File: config.mk
export PLATFORM = sky130hd
export DESIGN_NAME = fraction_to_balanced_ternary_core
export DESIGN_NICKNAME = d
export VERILOG_FILES = /design/src/rtl/core/ftbt_pkg.sv /design/src/rtl/core/ftbt_front.sv /design/src/rtl/core/ftbt_engine.sv /design/src/rtl/core/fraction_to_balanced_ternary_core.sv
export SDC_FILE = /design/constraint.sdc
export NUM_CORES = 2
export LEC_CHECK = 0
export CAP_MARGIN = 40
export CORE_ASPECT_RATIO = 1.1
export CORE_MARGIN = 2
export CORE_UTILIZATION = 50
export CTS_CLUSTER_SIZE = 28
export DETAILED_ROUTE_END_ITERATION = 8
export DONT_BUFFER_PORTS = 1
export PLACE_DENSITY = 0.63
export SLEW_MARGIN = 20
export SYNTH_ARGS = -nofsm -noshare
export SYNTH_HDL_FRONTEND = slang
export SYNTH_SLANG_ARGS = --single-unit
File: constraint.sdc
create_clock -name clk -period 14.9 [get_ports clk]
set_input_delay 1.49 -clock clk [delete_from_list [all_inputs] [get_ports clk]]
set_output_delay 1.49 -clock clk [all_outputs]
set_load 0.02 [all_outputs]
File: src/rtl/core/ftbt_pkg.sv
package ftbt_pkg;

  localparam int NUM_W       = 31;
  localparam int SYM_W       = 2;
  localparam int MAX_SYMBOLS = 24;
  localparam int NSYM_W      = $clog2(MAX_SYMBOLS);
  localparam int TRIT_DEPTH  = 32;
  localparam int TRIT_IDX_W  = $clog2(TRIT_DEPTH);
  localparam int SHIFT_W     = 5;
  localparam int PROD_W      = 64;

  // floor(x * RECIP3 / 2^33) == x / 3 for any 32-bit x
  localparam logic [31:0] RECIP3 = 32'hAAAA_AAAB;

  localparam logic [SYM_W-1:0] SYM_ZERO  = 2'd0;
  localparam logic [SYM_W-1:0] SYM_PLUS  = 2'd1;
  localparam logic [SYM_W-1:0] SYM_MINUS = 2'd2;
  localparam logic [SYM_W-1:0] SYM_POINT = 2'd3;

  typedef struct packed {
    logic [NUM_W-1:0] num;
    logic [NUM_W-1:0] den;
    logic             den_zero;
  } item_t;

  typedef enum logic [3:0] {
    ST_IDLE,
    ST_GCD,
    ST_DIV,
    ST_KMUL,
    ST_KCHK,
    ST_TMUL,
    ST_TCHK,
    ST_EMIT,
    ST_ERR
  } state_t;

endpackage

File: src/rtl/core/ftbt_front.sv
module ftbt_front (
  input  logic                  clk,
  input  logic                  rst,
  input  logic                  in_valid,
  output logic                  in_stall,
  input  logic [30:0]           numerator,
  input  logic [30:0]           denominator,
  output logic                  item_valid,
  input  logic                  item_pop,
  output ftbt_pkg::item_t       item
);

  ftbt_pkg::item_t entries [2];
  logic       wr_ptr;
  logic       rd_ptr;
  logic [1:0] count;
  logic       push;
  logic       pop;

  assign in_stall   = (count == 2'd2);
  assign push       = in_valid && !in_stall;
  assign item_valid = (count != 2'd0);
  assign pop        = item_pop && item_valid;
  assign item       = entries[rd_ptr];

  always_ff @(posedge clk) begin
    if (push) begin
      entries[wr_ptr].num      <= numerator;
      entries[wr_ptr].den      <= denominator;
      entries[wr_ptr].den_zero <= (denominator == '0);
    end
  end

  always_ff @(posedge clk) begin
    if (rst) begin
      wr_ptr <= 1'b0;
      rd_ptr <= 1'b0;
      count  <= 2'd0;
    end else begin
      if (push) wr_ptr <= !wr_ptr;
      if (pop)  rd_ptr <= !rd_ptr;
      case ({push, pop})
        2'b10:   count <= count + 2'd1;
        2'b01:   count <= count - 2'd1;
        default: count <= count;
      endcase
    end
  end

endmodule

File: src/rtl/core/ftbt_engine.sv
module ftbt_engine (
  input  logic                  clk,
  input  logic                  rst,
  input  logic                  item_valid,
  output logic                  item_pop,
  input  ftbt_pkg::item_t       item,
  output logic                  out_valid,
  input  logic                  out_stall,
  output logic [1:0]            symbol,
  output logic                  last,
  output logic                  error
);

  ftbt_pkg::state_t state, state_next;

  logic [ftbt_pkg::NUM_W-1:0]      a, b, g;
  logic [ftbt_pkg::SHIFT_W-1:0]    sh;
  logic [ftbt_pkg::NUM_W-1:0]      nq, dq, nrem, drem;
  logic [ftbt_pkg::SHIFT_W-1:0]    bitcnt;
  logic [ftbt_pkg::NUM_W-1:0]      x;
  logic [ftbt_pkg::PROD_W-1:0]     prod;
  logic [ftbt_pkg::TRIT_IDX_W-1:0] k, cnt, idx;
  logic [ftbt_pkg::SYM_W-1:0]      trits [ftbt_pkg::TRIT_DEPTH];
  logic                            ptph;
  logic [ftbt_pkg::NSYM_W-1:0]     nsym;

  logic                            slot_free;
  logic                            gcd_done;
  logic [ftbt_pkg::NUM_W-1:0]      q3;
  logic [31:0]                     r3_full;
  logic [1:0]                      r3;
  logic [ftbt_pkg::NUM_W:0]        nrem_sh, drem_sh, nrem_sub, drem_sub;
  logic                            emit_last;
  logic [ftbt_pkg::SYM_W-1:0]      emit_sym;

  assign slot_free = !out_valid || !out_stall;
  assign gcd_done  = (a == '0) || (b == '0);
  assign q3        = prod[63:33];
  assign r3_full   = {1'b0, x} - ({q3, 1'b0} + {1'b0, q3});
  assign r3        = r3_full[1:0];

  assign nrem_sh  = {nrem, nq[ftbt_pkg::NUM_W-1]};
  assign drem_sh  = {drem, dq[ftbt_pkg::NUM_W-1]};
  assign nrem_sub = nrem_sh - {1'b0, g};
  assign drem_sub = drem_sh - {1'b0, g};

  assign emit_sym  = ptph ? ftbt_pkg::SYM_POINT : trits[idx];
  assign emit_last = (!ptph && (idx == '0)) ||
                     (nsym == ftbt_pkg::NSYM_W'(ftbt_pkg::MAX_SYMBOLS - 1));

  // next state
  always_comb begin
    state_next = state;
    unique case (state)
      ftbt_pkg::ST_IDLE:
        if (item_valid) state_next = item.den_zero ? ftbt_pkg::ST_ERR : ftbt_pkg::ST_GCD;
      ftbt_pkg::ST_GCD:
        if (gcd_done) state_next = ftbt_pkg::ST_DIV;
      ftbt_pkg::ST_DIV:
        if (bitcnt == '0) state_next = ftbt_pkg::ST_KMUL;
      ftbt_pkg::ST_KMUL:
        state_next = ftbt_pkg::ST_KCHK;
      ftbt_pkg::ST_KCHK:
        if (r3 == 2'd0)  state_next = ftbt_pkg::ST_KMUL;
        else if (x == ftbt_pkg::NUM_W'(1)) state_next = ftbt_pkg::ST_TMUL;
        else             state_next = ftbt_pkg::ST_ERR;
      ftbt_pkg::ST_TMUL:
        state_next = (x == '0) ? ftbt_pkg::ST_EMIT : ftbt_pkg::ST_TCHK;
      ftbt_pkg::ST_TCHK:
        state_next = ftbt_pkg::ST_TMUL;
      ftbt_pkg::ST_EMIT:
        if (slot_free && emit_last) state_next = ftbt_pkg::ST_IDLE;
      ftbt_pkg::ST_ERR:
        if (slot_free) state_next = ftbt_pkg::ST_IDLE;
      default:
        state_next = ftbt_pkg::ST_IDLE;
    endcase
  end

  // outputs
  always_comb begin
    item_pop = 1'b0;
    unique case (state)
      ftbt_pkg::ST_IDLE: item_pop = item_valid;
      default:           item_pop = 1'b0;
    endcase
  end

  always_ff @(posedge clk) begin
    if (rst) state <= ftbt_pkg::ST_IDLE;
    else     state <= state_next;
  end

  // datapath
  always_ff @(posedge clk) begin
    case (state)
      ftbt_pkg::ST_IDLE: begin
        a      <= item.num;
        b      <= item.den;
        sh     <= '0;
        nq     <= item.num;
        dq     <= item.den;
        nrem   <= '0;
        drem   <= '0;
        bitcnt <= ftbt_pkg::SHIFT_W'(ftbt_pkg::NUM_W - 1);
        k      <= '0;
        cnt    <= '0;
        ptph   <= 1'b0;
        nsym   <= '0;
        for (int i = 0; i < ftbt_pkg::TRIT_DEPTH; i++) trits[i] <= ftbt_pkg::SYM_ZERO;
      end
      ftbt_pkg::ST_GCD: begin
        if (gcd_done) begin
          g <= ((a == '0) ? b : a) << sh;
        end else if (!a[0] && !b[0]) begin
          a  <= a >> 1;
          b  <= b >> 1;
          sh <= sh + 1'b1;
        end else if (!a[0]) begin
          a <= a >> 1;
        end else if (!b[0]) begin
          b <= b >> 1;
        end else if (a >= b) begin
          a <= a - b;
        end else begin
          b <= b - a;
        end
      end
      ftbt_pkg::ST_DIV: begin
        // one restoring step on both quotients
        if (!nrem_sub[ftbt_pkg::NUM_W]) begin
          nrem <= nrem_sub[ftbt_pkg::NUM_W-1:0];
          nq   <= {nq[ftbt_pkg::NUM_W-2:0], 1'b1};
        end else begin
          nrem <= nrem_sh[ftbt_pkg::NUM_W-1:0];
          nq   <= {nq[ftbt_pkg::NUM_W-2:0], 1'b0};
        end
        if (!drem_sub[ftbt_pkg::NUM_W]) begin
          drem <= drem_sub[ftbt_pkg::NUM_W-1:0];
          dq   <= {dq[ftbt_pkg::NUM_W-2:0], 1'b1};
        end else begin
          drem <= drem_sh[ftbt_pkg::NUM_W-1:0];
          dq   <= {dq[ftbt_pkg::NUM_W-2:0], 1'b0};
        end
        bitcnt <= bitcnt - 1'b1;
        if (bitcnt == '0) x <= drem_sub[ftbt_pkg::NUM_W] ?
                                {dq[ftbt_pkg::NUM_W-2:0], 1'b0} :
                                {dq[ftbt_pkg::NUM_W-2:0], 1'b1};
      end
      ftbt_pkg::ST_KMUL, ftbt_pkg::ST_TMUL: begin
        prod <= ftbt_pkg::PROD_W'({1'b0, x}) * ftbt_pkg::PROD_W'(ftbt_pkg::RECIP3);
        if (state == ftbt_pkg::ST_TMUL && x == '0) begin
          idx <= (cnt > k) ? cnt - 1'b1 : k;
        end
      end
      ftbt_pkg::ST_KCHK: begin
        if (r3 == 2'd0) begin
          x <= q3;
          k <= k + 1'b1;
        end else begin
          x <= nq;
        end
      end
      ftbt_pkg::ST_TCHK: begin
        trits[cnt] <= r3;
        cnt        <= cnt + 1'b1;
        x          <= q3 + ftbt_pkg::NUM_W'(r3 == 2'd2);
      end
      ftbt_pkg::ST_EMIT: begin
        if (slot_free) begin
          nsym <= nsym + 1'b1;
          if (ptph) begin
            ptph <= 1'b0;
            idx  <= idx - 1'b1;
          end else if ((k != '0) && (idx == k)) begin
            ptph <= 1'b1;
          end else begin
            idx <= idx - 1'b1;
          end
        end
      end
      default: begin
      end
    endcase
  end

  // output register
  always_ff @(posedge clk) begin
    if (rst) begin
      out_valid <= 1'b0;
    end else if (slot_free) begin
      out_valid <= (state == ftbt_pkg::ST_EMIT) || (state == ftbt_pkg::ST_ERR);
    end
  end

  always_ff @(posedge clk) begin
    if (slot_free) begin
      if (state == ftbt_pkg::ST_ERR) begin
        symbol <= ftbt_pkg::SYM_ZERO;
        last   <= 1'b1;
        error  <= 1'b1;
      end else if (state == ftbt_pkg::ST_EMIT) begin
        symbol <= emit_sym;
        last   <= emit_last;
        error  <= 1'b0;
      end
    end
  end

endmodule

File: src/rtl/core/fraction_to_balanced_ternary_core.sv
// Steps: take an item, reduce it by binary GCD, divide numerator and denominator by the
//   GCD with a restoring divider, strip factors of three from the denominator, extract
//   trits, then emit the symbols through the output register.
// Throughput: one item per conversion, set by the iterative GCD, divider and shared
//   divide-by-three unit; symbols then leave one per cycle while out_stall is low.
// Reset (rst, synchronous, active high) empties the two-entry input queue and drops any
//   conversion in flight; no state carries over between items.
module fraction_to_balanced_ternary_core (
  input  logic        clk,
  input  logic        rst,
  input  logic        in_valid,
  output logic        in_stall,
  input  logic [30:0] numerator,
  input  logic [30:0] denominator,
  output logic        out_valid,
  input  logic        out_stall,
  output logic [1:0]  symbol,
  output logic        last,
  output logic        error
);

  ftbt_pkg::item_t item;
  logic            item_valid;
  logic            item_pop;

  // front: hold up to two items, flag a zero denominator up front
  ftbt_front u_front (
    .clk         (clk),
    .rst         (rst),
    .in_valid    (in_valid),
    .in_stall    (in_stall),
    .numerator   (numerator),
    .denominator (denominator),
    .item_valid  (item_valid),
    .item_pop    (item_pop),
    .item        (item)
  );

  // back: reduce, test for a power of three, extract trits, emit symbols
  ftbt_engine u_engine (
    .clk        (clk),
    .rst        (rst),
    .item_valid (item_valid),
    .item_pop   (item_pop),
    .item       (item),
    .out_valid  (out_valid),
    .out_stall  (out_stall),
    .symbol     (symbol),
    .last       (last),
    .error      (error)
  );

endmodule

==> key figures <==
Worst setup path
  • Reg-to-Reg Start: u_engine.x[9]
  • Critical Path AT: 8720 ps
  • Slowest cell delay on critical path: approximately 730 ps
  • Delay-heaviest family, CP: adder cells
  • FF-to-FF path depth: 23
  • Critical Path End Type: register
  • Worst path depth: 23
  • Crit start category: register
  • R2r endpoint: u_engine.prod[60]
  • Slowest cell on crit path: fa_1
  • Crit path kind: reg2reg
  • WP buf/inv: 4
  • CP cell instances: ha_1 > inv_1 > fa_1 > inv_1 > fa_1 > fa_1 > inv_1 > fa_1 > inv_1 > fa_1 > fa_1 > ha_1 > ha_1 > a21oi_1 > o211ai_1 > a221oi_1 > nand2_1 > o31ai_1 > a21oi_1 > a41o_1 > nor2_1 > o21ai_0 > xor2_1
  • Top cell by count, worst path: fa_1
  • Worst path required time: 15300 ps
  • Crit-path max FO: 8
  • Reg2reg setup slack: 6580 ps

Detailed routing
  • DRT antenna net count: 0
  • DRC: 0
  • Vias: 30500
  • First-pass DRT Iterations: 9
  • Post-Route WL: 113 mm
  • Initial DRC count: 2906
  • Routed len/inst: 21.7 µm
  • Via/cell ratio: 5.85

Floorplanning
  • Die Y: 309 µm
  • Cell Rows: roughly 110
  • DIE AREA: 87200 µm²
  • I/O Pins: 72
  • Starting Density: 50.2%
  • Die W: 282 µm
  • Core Region: 84500 µm²

Clocking
  • Clock buffer depth: 3
  • Root Buffer: clkbuf_16
  • CTS tree: yes
  • Number of setup buffers added after CTS: 0
  • Hold_buf cts: 0
  • CTS resizes: 0
  • Clock transition at the registers of the reported paths: 80 ps
  • H-tree Lvls: 2
  • Worst-Skew Late Latency: ~650 ps
  • Num CTS Buffers: 57
  • Clock sinks: ~520

Timing
  • Final Hold Fails: 0
  • Fin crit period: 8320 ps
  • Fin crit share: 55.8%
  • Setup violators final: 0
  • Setup Skew: 43.1 ps
  • Fin Setup TNS: 0 ps
  • Tightest Pin Transition: 983 ps
  • Slew headroom: 32.8%
  • RSZ-0062 raised after global routing: no
  • Worst setup margin: 6580 ps
  • Fin. max-slew vios: 0
  • Max frequency: about 120 MHz

Finish
  • Layout area overhead: 7.71%
  • Layout cells sized above 1: 5.62%
  • Nets: 4772
  • Fill cell count: between 7000 and 8000

Worst hold path
  • Hold_sp: u_front.rd_ptr
  • Hold depth: 2
  • WHS Endpoint: u_front.rd_ptr
  • HP Class: reg2reg

Yosys
  • Syn Std Cell Area: 42400 µm²
  • Top-count cell post-synth: edfxtp_1
  • Post-Synth Adder-Cell Area: around a quarter
  • Syn avg cell area: 10.4 µm²
  • Gate Count Post-Synth: 4096
  • EDFF count, synth: 503
  • Synth Register Bits: 518
  • Synth Flop Type: edfxtp_1
  • Syn nets: 4840
  • Compound-cell area share of the yosys netlist: approximately 14%
  • Mux share of post-synthesis cell area: 5.24%
  • Post-Synth XOR/XNOR Area: 4.17%
  • Synth cell count leaders: edfxtp_1, ha_1, inv_1, nor2_1, a21oi_1
  • Synth Area in Simple Gates: 10.8%
  • Synth cell types: 81
  • Async S/R FF share, synth: 0%
  • Yosys top cell by area: edfxtp_1
  • Main area contributors after synthesis: edfxtp_1, ha_1, fa_1
  • Register area share after synthesis: 36.3%
  • Main combinational cell family by area after synthesis: adder cells
  • Total number of yosys warnings: 0
  • Share of the synthesized area in the top cell type: 35.6%

Place
  • Hpwl dp: 89.2 mm
  • I/O Buffers: 0
  • Pre-CTS WS: around 6600 ps
  • Gp weighted congestion: 0.993

Power and ir drop
  • Power density over cell area: 239 nW/µm²
  • Switching Fraction: 47.4%
  • VDD IR max: about 180 µV
  • Sequential power share: roughly a quarter
  • Clock power frac: 13.7%
  • Net switching power: 5.17 mW
  • Comb pwr share: between 60% and 70%
  • Leak: around 19 nW
  • Internal power: about 5.7 mW

Global route
  • Global Route Usage Sum: a little over a quarter
  • Overflow left after global routing: 0
  • Vias in the first global route: around 30000
  • First-pass GRT wire length: 175 mm
  • Antenna violations before repair: 1
  • Pin count of the biggest net entering global routing: 84

Run
  • Max Cap Viol: 0

Status
  • Status: finished, final reports clean
==> registers in the layout, summed over array words and instances, names as in the netlist, 4 cells and up, named ones only <==
register         flops
u_engine.drem       31
u_engine.prod       30
u_engine.trits      64
u_engine.x          31
u_engine.k           5
u_engine.nq         31
u_engine.nrem       31
u_engine.nsym        5
u_engine.bitcnt      5
u_engine.dq         31
u_engine.idx         5
u_front.entries    126
u_engine.a          31
u_engine.cnt         5
u_engine.sh          5
u_engine.state       4
u_engine.b          31
u_engine.g          31
==> per-stage QoR <==
stage | cell area [µm²] | power [mW] | utilization (%) | hold WS [ps] | std cells
floorplan | 42400 | 7.53 | - | 481 | 4096
detailed placement | 43600 | 9.31 | 51.6 | 518 | 5102
global placement | 43500 | 9.26 | 51.4 | 504 | 5092
global route | 45700 | 11.7 | 54.1 | 562 | 5215
finish | 45700 | 10.9 | 54.1 | 528 | 5216
CTS | 45500 | 10.9 | 53.9 | 535 | 5208
==> worst max-delay path by stage <==
stage | from | to | slack [ps]
2_1_floorplan | u_engine.state[0] | u_engine.x[0] | 1560
3_3_place_gp | u_engine.x[9] | u_engine.prod[60] | 6730
3_5_place_dp | u_engine.x[9] | u_engine.prod[60] | 6620
4_1_cts | u_engine.x[9] | u_engine.prod[60] | 6630
5_1_grt | u_engine.x[9] | u_engine.prod[60] | 6120
6_report | u_engine.x[9] | u_engine.prod[60] | 6580
==> power groups by stage <==
stage	registers [mW]	clock network (mW)	logic (mW)
2_1_floorplan	2.59	0	4.94
3_3_place_gp	2.73	0	6.53
3_5_place_dp	2.74	0	6.58
4_1_cts	2.71	1.53	6.63
5_1_grt	2.75	1.57	7.38
6_report	2.72	1.50	6.69
==> cell families (layout without fill, tap and decap cells) <==
kind of cell	Yosys count	in the layout
simple gates	996	996
compound gates	910	910
fa+ha+maj	678	678
buf+inv	600	579
flops	518	518
xor+xnor	199	199
mux	195	195
other cells	0	1
==> worst reg2reg max path, stage by stage, from the launching register on <==
cell      delay (ps)
edfxtp_1         470
ha_1             370
inv_1             70
fa_1             590
inv_1            170
fa_1             730
fa_1             730
inv_1            100
fa_1             620
inv_1             80
fa_1             410
fa_1             470
ha_1             300
ha_1             380
a21oi_1          300
o211ai_1         140
a221oi_1         430
nand2_1           90
o31ai_1          660
a21oi_1          200
a41o_1           300
nor2_1           190
o21ai_0          140
xor2_1           160
==> cell type report <==
| type | count | area, µm² | area share (%) |
|---|---|---|---|
| Tap cell | 1140 | 1430 | 3.12 |
| Multi-Input combinational cell | 2978 | 24800 | 54.3 |
| Clock inverter | 40 | 492 | 1.08 |
| Timing Repair Buffer | 50 | 500 | 1.10 |
| Antenna cell | 1 | 2.50 | 0.00548 |
| Clock buffer | 66 | 1480 | 3.24 |
| Inverter | 423 | 1590 | 3.48 |
| Sequential cell | 518 | 15400 | 33.7 |
==> metal layers <==
layer / GRT usage [%] / share of wire, % / up-vias
li1: - / - / 14600
met1: 36.0 / 43 / 14800
met2: 41.9 / 46 / 895
met3: 4.10 / 6.4 / 166
met4: 9.12 / 3.7 / 0
met5: 0 / 0 / -
==> placed cells by master (no fill, tap or decap), types with 20 or more instances in the layout <==
master and count:
a211oi_1 47, a21o_1 107, a21oi_1 287, a31oi_1 32, and3_1 35, buf_4 34
clkbuf_16 58, edfxtp_1 503, fa_1 230, ha_1 447, inv_1 421, mux2i_1 157
mux4_2 20, nand2_1 251, nand2b_1 28, nand3_1 103, nand4_1 39, nor2_1 342
nor2b_1 36, nor3_1 54, nor4_1 29, o21a_1 23, o21ai_0 160, o221ai_1 38
o22ai_1 21, o31ai_1 20, xnor2_1 114, xor2_1 82
No activity file was read; power rests on OpenSTA's default activity.
